===== src/rfq_pkg.sv =====
// Shared types and constants of the framed byte queue transmitter.
`default_nettype none

package rfq_pkg;

    // Request kinds carried in s_tuser.
    typedef enum logic [1:0] {
        REQ_BYTE = 2'd0,
        REQ_EOP  = 2'd1,
        REQ_SLOT = 2'd2,
        REQ_NONE = 2'd3
    } rfq_req_t;

    // Packet status codes.
    typedef enum logic [1:0] {
        STAT_QUEUED   = 2'd0,
        STAT_TOO_LONG = 2'd1,
        STAT_NO_ROOM  = 2'd2
    } rfq_status_t;

    // Result kinds carried in m_tuser.
    typedef enum logic {
        KIND_STATUS = 1'b0,
        KIND_BYTE   = 1'b1
    } rfq_kind_t;

    // Register indexes on the configuration port.
    typedef enum logic {
        REG_MAX_PAYLOAD = 1'b0,
        REG_CHUNK_LIMIT = 1'b1
    } rfq_reg_t;

    // Control towards the byte queue.
    typedef struct packed {
        logic push;
        logic pop;
    } rfq_q_ctrl_t;

    // Control towards the CRC unit.
    typedef struct packed {
        logic clear;
        logic start;
    } rfq_crc_ctrl_t;

    localparam logic [7:0] FRAME_HEAD     = 8'hAA;
    localparam logic [7:0] FRAME_TAIL     = 8'hAD;
    localparam int         FRAME_OVERHEAD = 5;
    localparam logic [7:0] CRC_POLY_REFL  = 8'h8C;
    localparam int         BEAT_LEN       = 5;

    localparam logic [4:0] MAX_PAYLOAD_RST = 5'd27;
    localparam logic [5:0] CHUNK_LIMIT_RST = 6'd32;

    // Heartbeat sent when a paired send slot finds the queue empty.
    localparam logic [7:0] HEARTBEAT [BEAT_LEN] = '{8'hA1, 8'hB1, 8'hC2, 8'hD1, 8'hE1};

endpackage

`default_nettype wire


===== src/radio_frame_queue_tx.sv =====
// Top level: request sequencer, packet buffer, configuration and result register.
//
//  Channel  | Ports                | Contents
//  ---------+----------------------+-------------------------------------------
//  input    | s_tvalid/s_tready    | tdata: data_byte, link_paired; tuser: req_type
//  result   | m_tvalid/m_tready    | tdata: out_byte, out_status; tuser: out_kind;
//           |                      | tlast: out_last
//  config   | psel/penable/pwrite  | max_payload at 0x0, chunk_limit at 0x4
//
// A stored payload byte starts the bit-serial CRC unit, which holds s_tready
// low until its shift steps end. An end of packet that passes writes its frame
// into the queue, one byte a cycle through the single write port, then emits its
// status. A paired send slot drains one queued byte a cycle while the result side
// takes them, at most the chunk limit (zero counts as one). Reset is synchronous
// and leaves an empty queue; a low m_tready stalls the status, send and beat states.
`default_nettype none

module radio_frame_queue_tx
    import rfq_pkg::*;
#(
    parameter int QUEUE_DEPTH   = 256,
    parameter int PAYLOAD_BOUND = 27,
    parameter int CHUNK_BOUND   = 32
) (
    input  wire logic        aclk,
    input  wire logic        aresetn,
    // Request channel
    input  wire logic        s_tvalid,
    output logic             s_tready,
    input  wire logic [15:0] s_tdata,   // [7:0] data_byte, [8] link_paired, rest zero
    input  wire logic [1:0]  s_tuser,   // [1:0] req_type
    // Result channel
    output logic             m_tvalid,
    input  wire logic        m_tready,
    output logic [15:0]      m_tdata,   // [7:0] out_byte, [9:8] out_status, rest zero
    output logic             m_tlast,
    output logic [0:0]       m_tuser,   // [0] out_kind
    // Configuration port
    input  wire logic        psel,
    input  wire logic        penable,
    input  wire logic        pwrite,
    input  wire logic [2:0]  paddr,
    input  wire logic [31:0] pwdata,
    output logic [31:0]      prdata,
    output logic             pready
);

    localparam int QCW = $clog2(QUEUE_DEPTH + 1);
    localparam int PCW = $clog2(PAYLOAD_BOUND + 1);
    localparam int PIW = (PAYLOAD_BOUND > 1) ? $clog2(PAYLOAD_BOUND) : 1;
    localparam int FPW = $clog2(PAYLOAD_BOUND + FRAME_OVERHEAD);
    localparam int CLW = $clog2(CHUNK_BOUND + 1);

    typedef enum logic [4:0] {
        ST_IDLE   = 5'b00001,
        ST_FRAME  = 5'b00010,
        ST_STATUS = 5'b00100,
        ST_SEND   = 5'b01000,
        ST_BEAT   = 5'b10000
    } state_t;

    // Configuration registers.
    logic [4:0] max_payload_reg;
    logic [5:0] chunk_limit_reg;

    always_ff @(posedge aclk) begin
        if (!aresetn) begin
            max_payload_reg <= MAX_PAYLOAD_RST;
            chunk_limit_reg <= CHUNK_LIMIT_RST;
        end else if (psel && penable && pwrite) begin
            unique case (rfq_reg_t'(paddr[2]))
                REG_MAX_PAYLOAD: max_payload_reg <= pwdata[4:0];
                REG_CHUNK_LIMIT: chunk_limit_reg <= pwdata[5:0];
                default: ;
            endcase
        end
    end

    always_comb begin
        unique case (rfq_reg_t'(paddr[2]))
            REG_MAX_PAYLOAD: prdata = {27'd0, max_payload_reg};
            REG_CHUNK_LIMIT: prdata = {26'd0, chunk_limit_reg};
            default:         prdata = '0;
        endcase
    end

    assign pready = 1'b1;

    // Sequencer and working registers.
    state_t           state_reg, state_next;
    logic [PCW-1:0]   pay_count_reg, pay_count_next;
    logic             too_long_reg, too_long_next;
    logic [PCW-1:0]   frame_len_reg, frame_len_next;
    logic [7:0]       frame_crc_reg, frame_crc_next;
    logic [FPW-1:0]   pos_reg, pos_next;
    logic [CLW-1:0]   remain_reg, remain_next;
    logic [2:0]       beat_reg, beat_next;
    rfq_status_t      status_reg, status_next;

    // Result register.
    logic             out_valid_reg, out_valid_next;
    logic [7:0]       out_byte_reg;
    logic [1:0]       out_status_reg;
    logic             out_kind_reg;
    logic             out_last_reg;

    // Emission requested by the sequencer this cycle.
    logic             emit;
    logic [7:0]       emit_byte;
    rfq_status_t      emit_status;
    rfq_kind_t        emit_kind;
    logic             emit_last;
    logic             slot_free;

    // Submodule hookup.
    rfq_q_ctrl_t      q_ctrl;
    logic [7:0]       q_wr_data;
    logic [7:0]       q_rd_data;
    logic [QCW-1:0]   q_count;
    rfq_crc_ctrl_t    crc_ctrl;
    logic [7:0]       crc_val;
    logic             crc_busy;

    // Packet buffer.
    logic [7:0]       pay_mem [PAYLOAD_BOUND];
    logic [7:0]       pay_rd_reg;
    logic             pay_wr;
    logic [PIW-1:0]   pay_wr_addr;
    logic [PIW-1:0]   pay_rd_addr;
    logic [FPW-1:0]   pos_rd;

    // Decoded request fields.
    logic             accept;
    rfq_req_t         req;
    logic [7:0]       in_byte;
    logic             in_paired;

    // Helpers for the end-of-packet and send-slot decisions.
    logic [15:0]      len16;
    logic [CLW-1:0]   lim;
    logic [CLW-1:0]   n_send;
    logic [FPW-1:0]   crc_pos, last_pos;

    assign s_tready  = (state_reg == ST_IDLE) && !crc_busy;
    assign accept    = s_tvalid && s_tready;
    assign req       = rfq_req_t'(s_tuser);
    assign in_byte   = s_tdata[7:0];
    assign in_paired = s_tdata[8];
    assign slot_free = !out_valid_reg || m_tready;

    assign len16     = 16'(frame_len_reg);
    assign crc_pos   = FPW'(frame_len_reg) + FPW'(3);
    assign last_pos  = FPW'(frame_len_reg) + FPW'(4);

    // Effective chunk limit and the bytes this slot sends.
    always_comb begin
        if (chunk_limit_reg == 6'd0) begin
            lim = CLW'(1);
        end else if (32'(chunk_limit_reg) > CHUNK_BOUND) begin
            lim = CLW'(CHUNK_BOUND);
        end else begin
            lim = CLW'(chunk_limit_reg);
        end
        if (32'(q_count) < 32'(lim)) begin
            n_send = CLW'(q_count);
        end else begin
            n_send = lim;
        end
    end

    // Payload read address runs two places behind the frame position.
    always_comb begin
        pos_rd = pos_reg - FPW'(2);
        if (pos_reg >= FPW'(2) && 32'(pos_rd) < PAYLOAD_BOUND) begin
            pay_rd_addr = PIW'(pos_rd);
        end else begin
            pay_rd_addr = '0;
        end
    end

    // Main sequencer.
    always_comb begin
        state_next     = state_reg;
        pay_count_next = pay_count_reg;
        too_long_next  = too_long_reg;
        frame_len_next = frame_len_reg;
        frame_crc_next = frame_crc_reg;
        pos_next       = pos_reg;
        remain_next    = remain_reg;
        beat_next      = beat_reg;
        status_next    = status_reg;
        emit           = 1'b0;
        emit_byte      = '0;
        emit_status    = STAT_QUEUED;
        emit_kind      = KIND_STATUS;
        emit_last      = 1'b0;
        q_ctrl         = '0;
        q_wr_data      = '0;
        crc_ctrl       = '0;
        pay_wr         = 1'b0;
        pay_wr_addr    = PIW'(pay_count_reg);

        unique case (state_reg)
            ST_IDLE: begin
                if (accept) begin
                    case (req)
                        REQ_BYTE: begin
                            if (32'(pay_count_reg) < PAYLOAD_BOUND) begin
                                pay_wr         = 1'b1;
                                pay_count_next = pay_count_reg + PCW'(1);
                                crc_ctrl.start = 1'b1;
                            end else begin
                                too_long_next = 1'b1;
                            end
                        end
                        REQ_EOP: begin
                            frame_len_next = pay_count_reg;
                            frame_crc_next = crc_val;
                            pos_next       = '0;
                            pay_count_next = '0;
                            too_long_next  = 1'b0;
                            crc_ctrl.clear = 1'b1;
                            if (too_long_reg ||
                                32'(pay_count_reg) > 32'(max_payload_reg)) begin
                                status_next = STAT_TOO_LONG;
                                state_next  = ST_STATUS;
                            end else if (32'(pay_count_reg) + FRAME_OVERHEAD >
                                         QUEUE_DEPTH - 32'(q_count)) begin
                                status_next = STAT_NO_ROOM;
                                state_next  = ST_STATUS;
                            end else begin
                                status_next = STAT_QUEUED;
                                state_next  = ST_FRAME;
                            end
                        end
                        REQ_SLOT: begin
                            if (in_paired) begin
                                if (n_send == '0) begin
                                    beat_next  = '0;
                                    state_next = ST_BEAT;
                                end else begin
                                    remain_next = n_send;
                                    state_next  = ST_SEND;
                                end
                            end
                        end
                        default: ;
                    endcase
                end
            end

            // One frame byte into the queue each cycle.
            ST_FRAME: begin
                q_ctrl.push = 1'b1;
                if (pos_reg == '0) begin
                    q_wr_data = FRAME_HEAD;
                end else if (pos_reg == FPW'(1)) begin
                    q_wr_data = len16[15:8];
                end else if (pos_reg == FPW'(2)) begin
                    q_wr_data = len16[7:0];
                end else if (pos_reg < crc_pos) begin
                    q_wr_data = pay_rd_reg;
                end else if (pos_reg == crc_pos) begin
                    q_wr_data = frame_crc_reg;
                end else begin
                    q_wr_data = FRAME_TAIL;
                end
                pos_next = pos_reg + FPW'(1);
                if (pos_reg == last_pos) begin
                    state_next = ST_STATUS;
                end
            end

            ST_STATUS: begin
                if (slot_free) begin
                    emit        = 1'b1;
                    emit_kind   = KIND_STATUS;
                    emit_status = status_reg;
                    state_next  = ST_IDLE;
                end
            end

            // Queued bytes, one per cycle while the result side takes them.
            ST_SEND: begin
                if (slot_free) begin
                    emit         = 1'b1;
                    emit_kind    = KIND_BYTE;
                    emit_byte    = q_rd_data;
                    emit_last    = (remain_reg == CLW'(1));
                    q_ctrl.pop   = 1'b1;
                    remain_next  = remain_reg - CLW'(1);
                    if (remain_reg == CLW'(1)) begin
                        state_next = ST_IDLE;
                    end
                end
            end

            ST_BEAT: begin
                if (slot_free) begin
                    emit      = 1'b1;
                    emit_kind = KIND_BYTE;
                    emit_byte = HEARTBEAT[beat_reg];
                    emit_last = (beat_reg == 3'(BEAT_LEN - 1));
                    beat_next = beat_reg + 3'd1;
                    if (beat_reg == 3'(BEAT_LEN - 1)) begin
                        state_next = ST_IDLE;
                    end
                end
            end

            default: state_next = ST_IDLE;
        endcase
    end

    always_ff @(posedge aclk) begin
        if (!aresetn) begin
            state_reg     <= ST_IDLE;
            pay_count_reg <= '0;
            too_long_reg  <= 1'b0;
            out_valid_reg <= 1'b0;
        end else begin
            state_reg     <= state_next;
            pay_count_reg <= pay_count_next;
            too_long_reg  <= too_long_next;
            out_valid_reg <= out_valid_next;
        end
    end

    // Working payload registers.
    always_ff @(posedge aclk) begin
        frame_len_reg <= frame_len_next;
        frame_crc_reg <= frame_crc_next;
        pos_reg       <= pos_next;
        remain_reg    <= remain_next;
        beat_reg      <= beat_next;
        status_reg    <= status_next;
    end

    // Packet buffer memory.
    always_ff @(posedge aclk) begin
        if (pay_wr) begin
            pay_mem[pay_wr_addr] <= in_byte;
        end
        pay_rd_reg <= pay_mem[pay_rd_addr];
    end

    // Result register, loaded whenever the sequencer emits.
    assign out_valid_next = emit || (out_valid_reg && !m_tready);

    always_ff @(posedge aclk) begin
        if (emit) begin
            out_byte_reg   <= emit_byte;
            out_status_reg <= emit_status;
            out_kind_reg   <= emit_kind;
            out_last_reg   <= emit_last;
        end
    end

    assign m_tvalid = out_valid_reg;
    assign m_tdata  = {6'd0, out_status_reg, out_byte_reg};
    assign m_tlast  = out_last_reg;
    assign m_tuser  = out_kind_reg;

    rfq_crc u_crc (
        .aclk    (aclk),
        .aresetn (aresetn),
        .ctrl    (crc_ctrl),
        .data    (in_byte),
        .crc     (crc_val),
        .busy    (crc_busy)
    );

    rfq_queue #(
        .QUEUE_DEPTH (QUEUE_DEPTH)
    ) u_queue (
        .aclk    (aclk),
        .aresetn (aresetn),
        .ctrl    (q_ctrl),
        .wr_data (q_wr_data),
        .rd_data (q_rd_data),
        .count   (q_count)
    );

endmodule

`default_nettype wire


===== src/rfq_crc.sv =====
// Bit-serial CRC-8 (reflected 0x31) unit, one bit per cycle.
`default_nettype none

module rfq_crc
    import rfq_pkg::*;
(
    input  wire logic          aclk,
    input  wire logic          aresetn,
    input  wire rfq_crc_ctrl_t ctrl,
    input  wire logic [7:0]    data,
    output logic [7:0]         crc,
    output logic               busy
);

    logic [7:0] crc_reg, crc_next;
    logic       busy_reg, busy_next;
    logic [2:0] bit_reg, bit_next;

    // A clear resets the CRC; a start folds the byte in, then eight shift steps follow.
    always_comb begin
        crc_next  = crc_reg;
        busy_next = busy_reg;
        bit_next  = bit_reg;
        if (ctrl.clear) begin
            crc_next  = '0;
            busy_next = 1'b0;
            bit_next  = '0;
        end else if (ctrl.start) begin
            crc_next  = crc_reg ^ data;
            busy_next = 1'b1;
            bit_next  = '0;
        end else if (busy_reg) begin
            if (crc_reg[0]) begin
                crc_next = (crc_reg >> 1) ^ CRC_POLY_REFL;
            end else begin
                crc_next = crc_reg >> 1;
            end
            bit_next = bit_reg + 3'd1;
            if (bit_reg == 3'd7) begin
                busy_next = 1'b0;
            end
        end
    end

    always_ff @(posedge aclk) begin
        if (!aresetn) begin
            crc_reg  <= '0;
            busy_reg <= 1'b0;
            bit_reg  <= '0;
        end else begin
            crc_reg  <= crc_next;
            busy_reg <= busy_next;
            bit_reg  <= bit_next;
        end
    end

    assign crc  = crc_reg;
    assign busy = busy_reg;

endmodule

`default_nettype wire


===== src/rfq_queue.sv =====
// Byte queue: memory with head, tail and fill count, read-ahead output.
`default_nettype none

module rfq_queue
    import rfq_pkg::*;
#(
    parameter int QUEUE_DEPTH = 256
) (
    input  wire logic                             aclk,
    input  wire logic                             aresetn,
    input  wire rfq_q_ctrl_t                      ctrl,
    input  wire logic [7:0]                       wr_data,
    output logic [7:0]                            rd_data,
    output logic [$clog2(QUEUE_DEPTH+1)-1:0]      count
);

    localparam int AW = $clog2(QUEUE_DEPTH);
    localparam int CW = $clog2(QUEUE_DEPTH+1);
    localparam logic [AW-1:0] LAST_ADDR = AW'(QUEUE_DEPTH - 1);

    logic [7:0]    mem [QUEUE_DEPTH];
    logic [AW-1:0] head_reg, head_next;
    logic [AW-1:0] tail_reg, tail_next;
    logic [CW-1:0] count_reg, count_next;
    logic [AW-1:0] head_inc, tail_inc, rd_addr;
    logic [7:0]    rd_data_reg;

    // Pointer advance with wrap at any depth.
    always_comb begin
        head_inc = (head_reg == LAST_ADDR) ? '0 : head_reg + AW'(1);
        tail_inc = (tail_reg == LAST_ADDR) ? '0 : tail_reg + AW'(1);
        head_next  = ctrl.pop  ? head_inc : head_reg;
        tail_next  = ctrl.push ? tail_inc : tail_reg;
        count_next = count_reg;
        if (ctrl.push && !ctrl.pop) begin
            count_next = count_reg + CW'(1);
        end else if (ctrl.pop && !ctrl.push) begin
            count_next = count_reg - CW'(1);
        end
        // Read ahead so that the new head is on rd_data after a pop.
        rd_addr = head_next;
    end

    always_ff @(posedge aclk) begin
        if (!aresetn) begin
            head_reg  <= '0;
            tail_reg  <= '0;
            count_reg <= '0;
        end else begin
            head_reg  <= head_next;
            tail_reg  <= tail_next;
            count_reg <= count_next;
        end
    end

    // Storage, one write and one registered read per cycle.
    always_ff @(posedge aclk) begin
        if (ctrl.push) begin
            mem[tail_reg] <= wr_data;
        end
        rd_data_reg <= mem[rd_addr];
    end

    assign rd_data = rd_data_reg;
    assign count   = count_reg;

endmodule

`default_nettype wire

===== config.mk =====
export PLATFORM = sky130hd
export DESIGN_NAME = radio_frame_queue_tx
export DESIGN_NICKNAME = d
export VERILOG_FILES = /design/src/rfq_pkg.sv /design/src/radio_frame_queue_tx.sv /design/src/rfq_crc.sv /design/src/rfq_queue.sv
export SDC_FILE = /design/constraint.sdc
export NUM_CORES = 2
export LEC_CHECK = 0
export BUFFER_PORTS_ARGS = -buffer_cell sky130_fd_sc_hd__buf_2
export CAP_MARGIN = 40
export CORE_ASPECT_RATIO = 0.5
export CORE_MARGIN = 10
export CORE_UTILIZATION = 60
export CTS_CLUSTER_SIZE = 24
export DETAILED_ROUTE_END_ITERATION = 16
export PLACE_DENSITY = 0.84
export SLEW_MARGIN = 10
export SYNTH_ARGS = -nofsm -noshare
export SYNTH_HDL_FRONTEND = slang
export SYNTH_SLANG_ARGS = --single-unit
export TNS_END_PERCENT = 20

===== constraint.sdc =====
create_clock -name aclk -period 22.7 [get_ports aclk]
set_input_delay 4.54 -clock aclk [delete_from_list [all_inputs] [get_ports aclk]]
set_output_delay 4.54 -clock aclk [all_outputs]
set_load 0.1 [all_outputs]

==> impl_metrics.py <==
metrics = {
    "status": {
        "run_status": "finished, final reports clean",
    },
    "clocking": {
        "clock_transition_at_the_registers_of_the_reported_paths_ns": 0.07,
        "cts_repair_resize_count": 0,
        "cts_buffer_depth": 3,
        "numClockSinks": 2381,
        "clock_tree_from_tritoncts": "done",
        "cts-root-buf": "sky130_fd_sc_hd__clkbuf_16",
        "ctsHtreeMaxLevel": 4,
        "clkLatencyLatePin_ns": 0.86,
        "post_cts_buffers": 0,
        "cts_buffers": 197,
        "hold_buffers": 0,
    },
    "timing": {
        "setup_violation_total_in_the_final_timing_report": 0,
        "skew_ns": 0.0491,
        "maxSlewHeadroom_pct": 27.2,
        "achievable-frequency_ghz": 0.0981,
        "worst_hold_slack_ns": 0.483,
        "grt_setup_unrepaired": "false",
        "timing.setup.tns_ns": 0,
        "final.setup.worst_slack_ns": 12.51,
        "report.final.hold_viol_count": 0,
        "worstMarginPinSlew_ns": 1.08,
        "timing.final.crit_share_pct": 44.9,
        "final-max-slew-violation-count": 0,
        "layout_min_cycle_time_ns": 10.19,
    },
    "logic_synthesis": {
        "syn_area_cell_sq_um": 13.9,
        "synth_ff_type": "sky130_fd_sc_hd__edfxtp_1",
        "synth_cell_type_count": 69,
        "synthesis.area_sq_um": 96000,
        "sequential_fraction_of_the_synthesis_area_pct": 73.7,
        "synthesis.instances": 6885,
        "ys_seq_elements": 2381,
        "postSynth.asyncResetShare_pct": 0,
        "ys.warnings.count": 0,
        "synth_edf_count": 2305,
    },
    "worst_setup_path": {
        "r2r_end": "u_queue.rd_data[4]",
        "worst_setup_path_type": "primary input to flip-flop",
        "timing.reg2reg.setup_slack_ns": 15.78,
        "cp.arrival_ns": 10.96,
        "endpoint_kind": "flip-flop",
        "worst_setup_path_start_kind": "primary input",
        "reg2regPathDepth": 14,
        "timing.critical_path.required_ns": 23.48,
        "timing.critical_path.fanout_max": 101,
        "r2r_start": "state_reg[4]",
    },
    "routing": {
        "detailedRoute.firstIterationViolations": 10800,
        "routed_wl_um": 252000,
        "drt_drc_violations_left": 0,
        "vias_per_cell": 6.75,
        "antenna_left": 0,
        "drt_pass1_iterations": 7,
        "vias": 61600,
        "detail_route.wl_per_cell_um": 27.6,
    },
    "power": {
        "power_density_nw_per_um2": 83.7,
        "static_leakage_nw": 33.8,
        "max-vdd-ir-drop_mv": 0.0760,
        "p_total_mw": 8.79,
    },
    "finish": {
        "finish.cell_count_without_fillers": 9124,
        "areaGrowthSynthToFinish_pct": 9.40,
        "share_of_cells_above_drive_strength_1_pct": 8.25,
        "most_common_library_cell_in_the_layout_ignoring_fill_and_taps": "sky130_fd_sc_hd__edfxtp_1",
        "finalInstanceArea_sq_um": 105000,
        "flip_flop_count_of_the_largest_register_after_layout": 2048,
        "fin_nets": 6975,
        "mostFrequentLayoutCells": "2305 x sky130_fd_sc_hd__edfxtp_1, 1441 x sky130_fd_sc_hd__nand2_1, 378 x sky130_fd_sc_hd__nor2_1, 355 x sky130_fd_sc_hd__a21oi_1, 334 x sky130_fd_sc_hd__mux2i_1",
        "utilization_pct": 66.3,
    },
    "placed_design": {
        "pre_cts_slack_ns": 11.79,
        "place.port_buffers": 44,
        "place_hpwl_um": 145000,
        "detailed_place.area_sq_um": 98600,
        "gp_congestion": 0.873,
        "numPlacedInstances": 8738,
    },
    "grt": {
        "grt_overflow": 0,
        "grt_first_pass_wirelength_um": 370000,
        "number_of_antenna_violations_at_the_first_check_in_global_routing": 13,
        "grt_pass1_vias": 58800,
        "track_usage_pct": 27.5,
        "maximum_number_of_pins_on_one_net_before_global_route_repair": 209,
    },
    "min_path": {
        "number_of_cells_traversed_by_the_worst_hold_path": 2,
        "hp-start": "too_long_reg",
        "whs_endpoint": "too_long_reg",
        "min_path_type": "flip-flop to flip-flop",
    },
    "die": {
        "floorplan.rows": 103,
        "die_w_um": 586,
        "initial_core_utilization_pct": 60.6,
        "floorplan.io_pins": 113,
        "die_area_sq_um": 177000,
        "die_height_um": 303,
        "fp.coreArea_sq_um": 158000,
    },
    "run": {
        "maxCapViolations": 0,
    },
}
-- layer usage --
| metal | track usage, % | part of all wire, % |
|---|---|---|
| met1 | 36.7 | 34 |
| met3 | 8.47 | 16 |
| met4 | 11.9 | 4.4 |
| met2 | 42.1 | 45 |
| met5 | 0.0268 | 0.030 |
-- cell families after synthesis --
kind of cell / synth area share (%)
xor gates and xnor gates: 0.420
and+or+nand+nor: 11.4
adders and majority gates: 0.751
DFF: 73.7
AOI/OAI and AO/OA: 6.64
other: 0.00783
buffers and inverters: 2.49
muxes: 4.55
-- where the power goes --
| group | leakage, nW | switching (mW) | total (mW) | internal [mW] |
|---|---|---|---|---|
| combinational | 9.79 | 0.408 | 0.571 | 0.163 |
| clock | 3.01 | 1.57 | 3.32 | 1.75 |
| sequential | 21.0 | 0.0313 | 4.89 | 4.86 |
-- cells in the mapped netlist, drive strengths merged (4+ instances only) --
| master | number | area share [%] |
|---|---|---|
| nor2b | 31 | 0.20 |
| a21oi | 361 | 1.9 |
| o311ai | 4 | 0.037 |
| nor3 | 62 | 0.34 |
| ha | 56 | 0.73 |
| or3 | 15 | 0.10 |
| a311oi | 139 | 1.3 |
| xnor2 | 32 | 0.29 |
| o21ai | 69 | 0.36 |
| nand2 | 1443 | 5.6 |
| xor2 | 14 | 0.13 |
| nand3b | 11 | 0.086 |
| edfxtp | 2305 | 72 |
| buf | 234 | 1.4 |
| a22oi | 4 | 0.031 |
| o22ai | 186 | 1.2 |
| o31ai | 14 | 0.11 |
| nand2b | 14 | 0.091 |
| mux4 | 45 | 1.1 |
| a221oi | 4 | 0.037 |
| nand3 | 149 | 0.78 |
| and2 | 42 | 0.27 |
| and3 | 167 | 1.1 |
| o221ai | 33 | 0.30 |
| clkbuf | 235 | 0.92 |
| a31oi | 54 | 0.35 |
| dfxtp | 76 | 1.6 |
| a211oi | 44 | 0.34 |
| o21bai | 4 | 0.031 |
| a32oi | 7 | 0.072 |
| inv | 41 | 0.16 |
| a2111oi | 5 | 0.046 |
| or4 | 23 | 0.18 |
| mux2i | 334 | 3.5 |
| a21boi | 6 | 0.047 |
| a21o | 4 | 0.031 |
| nor4 | 149 | 0.97 |
| nand4 | 19 | 0.12 |
| nor2 | 382 | 1.5 |
| o211ai | 22 | 0.17 |
| o41ai | 16 | 0.15 |
-- how the worst max path moves through the flow --
stage	startpoint	end	slack, ns	cells past startpoint
global route	m_tready	u_queue.rd_data[5]	12.28	15
global placement	m_tready	u_queue.rd_data[6]	11.81	14
finish	m_tready	u_queue.rd_data[5]	12.51	15
floorplan	pos_reg[0]	u_queue.mem[0][0]	8.55	11
CTS	m_tready	u_queue.rd_data[5]	12.66	15
detailed placement	m_tready	u_queue.rd_data[5]	11.79	15
-- critical path: stages --
cell and delay [ns]:
sky130_fd_sc_hd__buf_2 0.14, sky130_fd_sc_hd__nor2b_1 0.55, sky130_fd_sc_hd__nor3_4 0.24, sky130_fd_sc_hd__inv_2 0.26, sky130_fd_sc_hd__a32o_4 0.77, sky130_fd_sc_hd__buf_4 0.79, sky130_fd_sc_hd__buf_12 0.51, sky130_fd_sc_hd__buf_4 0.73
sky130_fd_sc_hd__mux2i_1 0.17, sky130_fd_sc_hd__o22ai_1 0.21, sky130_fd_sc_hd__nor4_1 0.15, sky130_fd_sc_hd__nor4_1 0.51, sky130_fd_sc_hd__o311ai_0 0.39, sky130_fd_sc_hd__or4_1 0.60, sky130_fd_sc_hd__a31oi_1 0.21
-- cell type report --
| type | instances | area, sq um |
|---|---|---|
| Clock buffer | 264 | 5390 |
| Clock inverter | 94 | 777 |
| Sequential cell | 2381 | 70700 |
| Timing Repair Buffer | 212 | 1980 |
| Fill cell | 9675 | 53400 |
| Multi-Input combinational cell | 4023 | 23300 |
| Antenna cell | 7 | 17.5 |
| Inverter | 43 | 161 |
| Tap cell | 2100 | 2630 |
Note: power is estimated with default switching activity, not from simulation.
